[src/rtl/d2h_pkg.sv]
// ----------------------------------------------------------------------------
// d2h_pkg
// shared constants and stage-to-stage types for the double-to-half converter
// ----------------------------------------------------------------------------
`default_nettype none
package d2h_pkg;
    localparam logic [63:0] MAG_TWO_P16   = 64'h40F0_0000_0000_0000;
    localparam logic [63:0] MAG_HALF_MAX  = 64'h40EF_FC00_0000_0000;
    localparam logic [63:0] MAG_TWO_M24   = 64'h3E70_0000_0000_0000;
    localparam logic [63:0] MAG_TWO_M14   = 64'h3F10_0000_0000_0000;
    localparam logic [10:0] EXP_SPECIAL   = 11'h7FF;
    localparam logic [10:0] SUB_SHIFT_TOP = 11'd1051;
    localparam logic [15:0] HALF_POS_INF  = 16'h7C00;
    localparam logic [15:0] HALF_QNAN     = 16'h7E00;
    localparam logic [15:0] HALF_MAX_POS  = 16'h7BFF;
    localparam logic [15:0] HALF_NEG_INF  = 16'hFC00;
    localparam logic [15:0] HALF_NEG_TINY = 16'h8001;
    localparam logic [15:0] HALF_REBIAS   = 16'h3C00;

    typedef enum logic [2:0] {
        KIND_FIXED = 3'b001,
        KIND_SUB   = 3'b010,
        KIND_NORM  = 3'b100
    } kind_t;

    // stage one result: classification plus the raw pieces
    typedef struct packed {
        logic        neg;
        kind_t       kind;
        logic [15:0] fixed;
        logic [10:0] expo;
        logic [51:0] frac;
    } cls_t;

    // stage two result: truncated value and the round-up decision
    typedef struct packed {
        logic        neg;
        logic        fixed_sel;
        logic [15:0] base;
        logic        bump;
    } trn_t;
endpackage
`default_nettype wire

[src/rtl/double_to_half_round_down.sv]
// pipeline: three register stages from input transaction to result valid
// throughput: one transaction per cycle while the output is not stalled; each stage is an elastic register
// that advances whenever its successor is free, so stalls lose nothing
// reset: synchronous, active low, clears the stage valid bits only
// ----------------------------------------------------------------------------
// double_to_half_round_down
// converts a binary64 pattern to binary16, rounding toward negative infinity
// ----------------------------------------------------------------------------
`default_nettype none
module double_to_half_round_down (
    input  wire logic        aclk,
    input  wire logic        aresetn,
    input  wire logic        s_valid,
    output logic             s_ready,
    input  wire logic [63:0] s_double_bits,
    output logic             m_valid,
    input  wire logic        m_ready,
    output logic [15:0]      m_half_bits
);
    // stage valid bits and pipeline enables
    logic v1_reg, v2_reg, v3_reg;
    logic en1, en2, en3;
    assign en3     = !v3_reg || m_ready;
    assign en2     = !v2_reg || en3;
    assign en1     = !v1_reg || en2;
    assign s_ready = en1;
    assign m_valid = v3_reg;

    // ---------------- stage 1: classify on the raw bits ----------------
    d2h_pkg::cls_t c1_next, c1_reg;
    logic [62:0] mag;
    logic [10:0] e_in;
    logic [51:0] f_in;
    logic        n_in;
    always_comb begin
        n_in = s_double_bits[63];
        mag  = s_double_bits[62:0];
        e_in = s_double_bits[62:52];
        f_in = s_double_bits[51:0];
        c1_next.neg   = n_in;
        c1_next.expo  = e_in;
        c1_next.frac  = f_in;
        c1_next.kind  = d2h_pkg::KIND_FIXED;
        c1_next.fixed = {n_in, 15'd0};
        if (e_in == d2h_pkg::EXP_SPECIAL) begin
            // infinity keeps sign, nan becomes quiet with top payload bits
            if (f_in == 52'd0) begin
                c1_next.fixed = {n_in, 15'd0} | d2h_pkg::HALF_POS_INF;
            end else begin
                c1_next.fixed = {n_in, 15'd0} | d2h_pkg::HALF_QNAN | {6'd0, f_in[51:42]};
            end
        end else if (!n_in && {1'b0, mag} >= d2h_pkg::MAG_TWO_P16) begin
            c1_next.fixed = d2h_pkg::HALF_MAX_POS;
        end else if (n_in && {1'b0, mag} > d2h_pkg::MAG_HALF_MAX) begin
            c1_next.fixed = d2h_pkg::HALF_NEG_INF;
        end else if ({1'b0, mag} < d2h_pkg::MAG_TWO_M24) begin
            // tiny: +0, -0, or smallest negative subnormal
            if (n_in && mag != 63'd0) begin
                c1_next.fixed = d2h_pkg::HALF_NEG_TINY;
            end
        end else if ({1'b0, mag} < d2h_pkg::MAG_TWO_M14) begin
            c1_next.kind = d2h_pkg::KIND_SUB;
        end else begin
            c1_next.kind = d2h_pkg::KIND_NORM;
        end
    end

    // ---------------- stage 2: truncate and find sticky bits ----------------
    d2h_pkg::trn_t t2_next, t2_reg;
    logic [52:0]  sig;
    logic [5:0]   sh;
    logic [10:0]  sh_full;
    logic [105:0] shifted;
    always_comb begin
        sig      = {1'b1, c1_reg.frac};
        sh_full  = d2h_pkg::SUB_SHIFT_TOP - c1_reg.expo;
        sh       = sh_full[5:0];
        shifted  = {sig, 53'd0} >> sh;
        t2_next.neg       = c1_reg.neg;
        t2_next.fixed_sel = (c1_reg.kind == d2h_pkg::KIND_FIXED);
        t2_next.base      = c1_reg.fixed;
        t2_next.bump      = 1'b0;
        case (c1_reg.kind)
            d2h_pkg::KIND_SUB: begin
                // subnormal: fraction is the integer part, sticky from the rest
                t2_next.base = {5'd0, shifted[63:53]};
                t2_next.bump = c1_reg.neg && (shifted[52:0] != 53'd0);
            end
            d2h_pkg::KIND_NORM: begin
                // normal: exponent minus 1008, which on the low five bits
                // of an in-range exponent just flips bit four
                t2_next.base = {1'b0, ~c1_reg.expo[4], c1_reg.expo[3:0],
                                c1_reg.frac[51:42]};
                t2_next.bump = c1_reg.neg && (c1_reg.frac[41:0] != 42'd0);
            end
            default: begin
            end
        endcase
    end

    // ---------------- stage 3: round-up add and sign merge ----------------
    logic [15:0] h3_next, h3_reg;
    logic [14:0] rounded;
    always_comb begin
        rounded = t2_reg.base[14:0] + {14'd0, t2_reg.bump};
        if (t2_reg.fixed_sel) begin
            h3_next = t2_reg.base;
        end else begin
            h3_next = {t2_reg.neg, rounded};
        end
    end
    assign m_half_bits = h3_reg;

    // valid bits
    always_ff @(posedge aclk) begin
        if (!aresetn) begin
            v1_reg <= 1'b0;
            v2_reg <= 1'b0;
            v3_reg <= 1'b0;
        end else begin
            if (en1) v1_reg <= s_valid;
            if (en2) v2_reg <= v1_reg;
            if (en3) v3_reg <= v2_reg;
        end
    end

    // payload registers, no reset
    always_ff @(posedge aclk) begin
        if (en1) c1_reg <= c1_next;
        if (en2) t2_reg <= t2_next;
        if (en3) h3_reg <= h3_next;
    end

`ifndef SYNTHESIS
    // a held result must not change while waiting
    a_hold: assert property (@(posedge aclk) disable iff (!aresetn)
        m_valid && !m_ready |=> m_valid && $stable(m_half_bits))
        else $error("result changed under stall");
    // ready is high whenever the output stage is free
    a_ready: assert property (@(posedge aclk) disable iff (!aresetn)
        !v3_reg |-> s_ready)
        else $error("input stalled with empty output stage");
    // a positive input never yields a negative subnormal or normal result
    a_sign: assert property (@(posedge aclk) disable iff (!aresetn)
        v2_reg && en3 && !t2_reg.neg && !t2_reg.fixed_sel |=> !m_half_bits[15])
        else $error("sign flipped on positive value");
`endif
endmodule
`default_nettype wire

[config.mk]
export PLATFORM = sky130hd
export DESIGN_NAME = double_to_half_round_down
export DESIGN_NICKNAME = d
export VERILOG_FILES = /design/src/rtl/d2h_pkg.sv /design/src/rtl/double_to_half_round_down.sv
export SDC_FILE = /design/constraint.sdc
export NUM_CORES = 1
export LEC_CHECK = 0
export ABC_AREA = 1
export BUFFER_PORTS_ARGS = -buffer_cell sky130_fd_sc_hd__buf_4
export CORE_MARGIN = 5
export CORE_UTILIZATION = 49
export CTS_BUF_LIST = sky130_fd_sc_hd__clkbuf_16
export CTS_CLUSTER_DIAMETER = 150
export DETAILED_ROUTE_END_ITERATION = 16
export PLACE_DENSITY = 0.71
export SYNTH_ARGS = -nofsm -noshare
export SYNTH_HDL_FRONTEND = slang
export SYNTH_SLANG_ARGS = --single-unit
[constraint.sdc]
create_clock -name aclk -period 4 [get_ports aclk]
set_input_delay 0.8 -clock aclk [delete_from_list [all_inputs] [get_ports aclk]]
set_output_delay 0.8 -clock aclk [all_outputs]
set_load 0.05 [all_outputs]
== Word-level counts from Yosys, hierarchy flattened ==
Index checks and enable logic that the tools add are counted.
Storage, ports and cells
  register bits: 116
  word-level logic and storage cells: 52
  output and inout port bits: 18
Cells by class
  bitwise gates (word level): 2
  muxes and demuxes: 9
  reduce and logical (&&, ||, !) cells: 17
  shift operators: 1
  add/sub/neg operators: 2
  equality and inequality tests: 4
  order comparisons: 4
Operator list (number)
  $lt A63 B62 Y1 const B: 2
  $mux W16: 7
  $shr A106 B6 Y64: 1
  $ge A63 B63 Y1 const B: 1
  $gt A63 B63 Y1 const B: 1
  $reduce_bool A63 Y1: 1
  $reduce_bool A53 Y1: 1
  $logic_not A52 Y1: 1
  $reduce_bool A42 Y1: 1
  $pmux W17 S2: 1
  $or A16 B10 Y16: 1
  $add A15 B1 Y15: 1
  $eq A11 B11 Y1 const B: 1
  $sub A5 B6 Y6 const A: 1
  $logic_and A1 B1 Y1: 5
  $logic_not A1 Y1: 4
  $reduce_or A4 Y1: 1
  $eq A3 B1 Y1 const B: 1
  $eq A3 B2 Y1 const B: 1
  $eq A3 B3 Y1 const B: 1
  $logic_or A1 B1 Y1: 3
  $mux W3: 1
  $not A1 Y1: 1

== Logic depth before layout (Yosys ltp) ==
  word-level depth: 7
  mapped depth: 19
  mapped depth without buffers: 17

== Least setup slack after synthesis ==
OpenSTA, ideal clock, no wires.
  path kind: in2out
  from: input port m_ready
  to: output port s_ready
  path buffers: 0
  arrival time: 3285 ps
  path slack: -85 ps
  stages on the path: 4
  cell sequence: inv_1 > nand2_1 > nor2_1 > nand2_1
On the way
  cells in the longest elaborated chain, start to end: 3
Ends and longest elaborated chain
  start, declared: RTL line double_to_half_round_down.sv:17  | input wire logic m_ready,
  $logic_or A1 B1 Y1: RTL line double_to_half_round_down.sv:23  | assign en3 = !v3_reg || m_ready;
  via en3: RTL line double_to_half_round_down.sv:22  | logic en1, en2, en3;
  $logic_or A1 B1 Y1: RTL line double_to_half_round_down.sv:24  | assign en2 = !v2_reg || en3;
  $logic_or A1 B1 Y1: RTL line double_to_half_round_down.sv:25  | assign en1 = !v1_reg || en2;
  end, declared: RTL line double_to_half_round_down.sv:14  | output logic s_ready,
The timed path passes the listed nets, and every way through them passes these cells.

== Final worst setup path ==
  from: register c1_reg[53] in the netlist's numbering
  to: register t2_reg[0] in the netlist's numbering, data pin
On the way
  cells in the longest elaborated chain, start to end: 5
Ends and longest elaborated chain
  start, declared: RTL line double_to_half_round_down.sv:30  | d2h_pkg::cls_t c1_next, c1_reg;
  start signal, assigned: RTL line double_to_half_round_down.sv:129  | if (en1) c1_reg <= c1_next;
  $sub A5 B6 Y6: RTL line double_to_half_round_down.sv:76  | sh_full = d2h_pkg::SUB_SHIFT_TOP - c1_reg.expo;
  $shr A106 B6 Y64: RTL line double_to_half_round_down.sv:78  | shifted = {sig, 53'd0} >> sh;
  $reduce_bool A53 Y1: RTL line double_to_half_round_down.sv:87  | t2_next.bump = c1_reg.neg && (shifted[52:0] != 53'd0);
  $logic_and A1 B1 Y1: RTL line double_to_half_round_down.sv:87
  $pmux W17 S2: RTL line double_to_half_round_down.sv:83  | case (c1_reg.kind)
  end signal, assigned: RTL line double_to_half_round_down.sv:130  | if (en2) t2_reg <= t2_next;
  end, declared: RTL line double_to_half_round_down.sv:69  | d2h_pkg::trn_t t2_next, t2_reg;
No other way between the ends.
A chain may end at the register's enable or synchronous reset.

==> key figures <==
Floorplanning
  – Chip Width: between 100 and 150 um
  – Die height: approximately 140 um
  – Rows: 46
  – Initial cell density of the core: between 40% and 50%
  – Core footprint: between 15000 and 20000 sq um
  – Ports: 86
  – Die footprint: 18730 sq um

Setup path
  – Max stage delay on crit path: approximately 0.7 ns
  – Worst setup SP type: flip-flop
  – Critical path arrival: between 2 and 3 ns
  – Sum of buffers and inverters on the critical path: 2
  – Critical-path cell list: inv_2 > nand3_1 > nand2_1 > nand2_1 > nand2_1 > nand2_1 > nand2_1 > nand2_1 > nand2_1 > nand2_1 > nor2_1 > nand3_1 > nand2_1 > nand2_1 > inv_1 > a21oi_2
  – Crit path capture type: flip-flop
  – Slowest cell on crit path: inv_2
  – Crit-path max FO: between 50 and 60
  – Crit path required time: approximately 4.1 ns
  – Crit path kind: flip-flop to flip-flop
  – CP delay by family, top: simple AND/OR/NAND/NOR gates
  – Most used cell, CP: nand2_1

Power and ir drop
  – Lkg Pwr: approximately 4.2 nW
  – Pwr Density: between 400 and 500 nW/um^2
  – Maximum vdd drop: roughly 340 uV

CTS
  – CTS tree: done
  – Reg clk slew, reported paths: 0.06 ns
  – Cts hold-fix bufs: 0
  – Post-CTS sizing: 0
  – CTS H-tree depth: 4
  – Clock Tree Buf Depth: 2
  – Worst skew pair latency: between 0.4 and 0.5 ns
  – Clock Sink Count: 113
  – CTS buffer count: 17
  – Root Buffer: clkbuf_16
  – Number of setup buffers added after CTS: 0

Route
  – Routed Antenna Nets: 0
  – DRT iter0 DRCs: 933
  – Vias/cell: 5.723
  – DR DRC count: 0
  – DR WL/cell: about 17 um
  – First drt pass iteration count: 6
  – WL final: approximately 23000 um
  – Routed vias: between 7000 and 8000

Final layout
  – Nets: roughly 1200
  – Number of flip-flops in the largest register: 75
  – Commonest non-fill, non-tap cells in the layout: nand2_1, nand3_1, edfxtp_1
  – Diode count: 0
  – Commonest non-fill, non-tap cell in the layout: nand2_1
  – Area Growth Syn to Fin: 16.28%
  – Layout cells sized above 1: between 10% and 20%

Timing
  – Normalized max-slew margin: 26.17%
  – Hold Violations, Final: 0
  – Final period util: 69.35%
  – Final setup vio count: 0
  – RSZ-0062 raised after global routing: false
  – Slew @ Worst Pin: around 1.1 ns
  – Peak Freq: roughly 360 MHz
  – Fin Clk Skew: around 0.011 ns
  – Count of pins over their slew limit: 0
  – Final Critical Period: 2.774 ns
  – Total negative slack: 0 ns
  – Hold slack: 0.4835 ns

Synthesis
  – Syn Std Cell Area: ~7900 sq um
  – Synth Warn #: 0
  – Synth Register Bits: 113
  – Synth top area cells: edfxtp_1, nand2_1, nand3_1
  – Post-Syn Nets: about 1200
  – Yosys top cell by area: edfxtp_1
  – Distinct cells, synth: 43
  – Yosys top cell area share: 41.88%
  – Mapped Cells: around 1100
  – Syn avg cell area: just over 7 sq um
  – Sequential area share after synthesis: between 40 and 50%

Place
  – Dpl hpwl: approximately 17000 um
  – Gpl congestion: 0.9691
  – I/O Buffers: 85

Job
  – Max_cap viols: 0

GRT
  – Congestion Overflow GR: 0
  – First-pass GRT wire length: 36390 um
  – Largest net degree at the start of global routing: 77
  – GRT Overall Usage: about a quarter
  – Number of global-route vias before repair: roughly 7000
  – Antenna violations before repair: 0

Hold path
  – Worst hold path type: flip-flop to flip-flop

Run status
  – Status: completed
## synth_stat cells (all sizes together)
cell,instances
a21oi,12
clkbuf,10
edfxtp,110
xnor2,3
a22oi,2
o221ai,2
nor2,65
a21boi,1
o311ai,1
o21a,1
o21ai,25
nand3b,5
dfxtp,3
and2,2
xor2,12
nor4,18
a31oi,2
buf,43
ha,3
o41ai,1
nand4,17
or2,2
nand3,263
o31ai,1
nor3,14
o211ai,12
o22ai,2
nand2,405
inv,51
## metal layers
| metal | track usage, % | share of wire, % | up-vias |
|---|---|---|---|
| li1 | - | - | 3864 |
| met1 | 37.49 | 45 | 3595 |
| met2 | 36.83 | 44 | 387 |
| met3 | 5.662 | 9.2 | 35 |
| met4 | 7.151 | 1.9 | 0 |
| met5 | 0 | 0 | - |
## metrics by stage
| step | total power [mW] | area (sq um) | util (%) | std cells | setup WS, ns |
|---|---|---|---|---|---|
| floorplan | 2.015 | 7890 | - | 1088 | 0.7036 |
| global placement | 2.258 | 8579 | 54.21 | 1346 | 1.312 |
| detailed placement | 2.261 | 8579 | 54.21 | 1346 | 1.313 |
| CTS | 3.770 | 9171 | 57.94 | 1377 | 1.312 |
| global route | 3.941 | 9171 | 57.94 | 1377 | 0.9542 |
| finish | 3.771 | 9171 | 57.94 | 1377 | 1.226 |
## worst register-to-register path: stages, from the launching register on
cell and delay (ns):
edfxtp_1 0.39, inv_2 0.70, nand3_1 0.25, nand2_1 0.17, nand2_1 0.06, nand2_1 0.10
nand2_1 0.05, nand2_1 0.10, nand2_1 0.06, nand2_1 0.16, nand2_1 0.08, nor2_1 0.11
nand3_1 0.07, nand2_1 0.06, nand2_1 0.04, inv_1 0.06, a21oi_2 0.05
## final timing paths
path	start	endpoint	slack [ns]	depth (start not counted)
setup reg to reg	c1_reg[53]	t2_reg[0]	1.23	16
hold reg to reg	v2_reg	m_valid	0.48	2
hold / removal	v2_reg	m_valid	0.48	2
setup / recovery	c1_reg[53]	t2_reg[0]	1.23	16
## cell families (layout without fill, tap and decap cells)
logic type      count (synthesis)  count (layout)  synth area share [%]
fa+ha+maj                       3               3                0.4759
flops                         113             113                 42.64
xor+xnor                       15              15                 1.761
simple gates                  791             791                 43.86
compound gates                 62              62                 5.013
buf+inv                       104             177                 6.250
## area by class of cell
| class | instances | area (sq um) |
|---|---|---|
| fillers | 1472 | 6656 |
| multi-input cells | 871 | 4039 |
| flip-flops and latches | 113 | 3363 |
| repair buffers | 95 | 713.2 |
| well taps | 216 | 270.3 |
| clock buffers | 17 | 425.4 |
| clock inverters | 14 | 166.4 |
| inverters | 51 | 193.9 |
## power breakdown
part           total (mW)  switching (mW)  internal (mW)
clock                1.52           0.544          0.973
sequential           1.45          0.0585           1.39
combinational       0.807           0.547          0.260
Note: power is estimated with default switching activity, not from simulation.
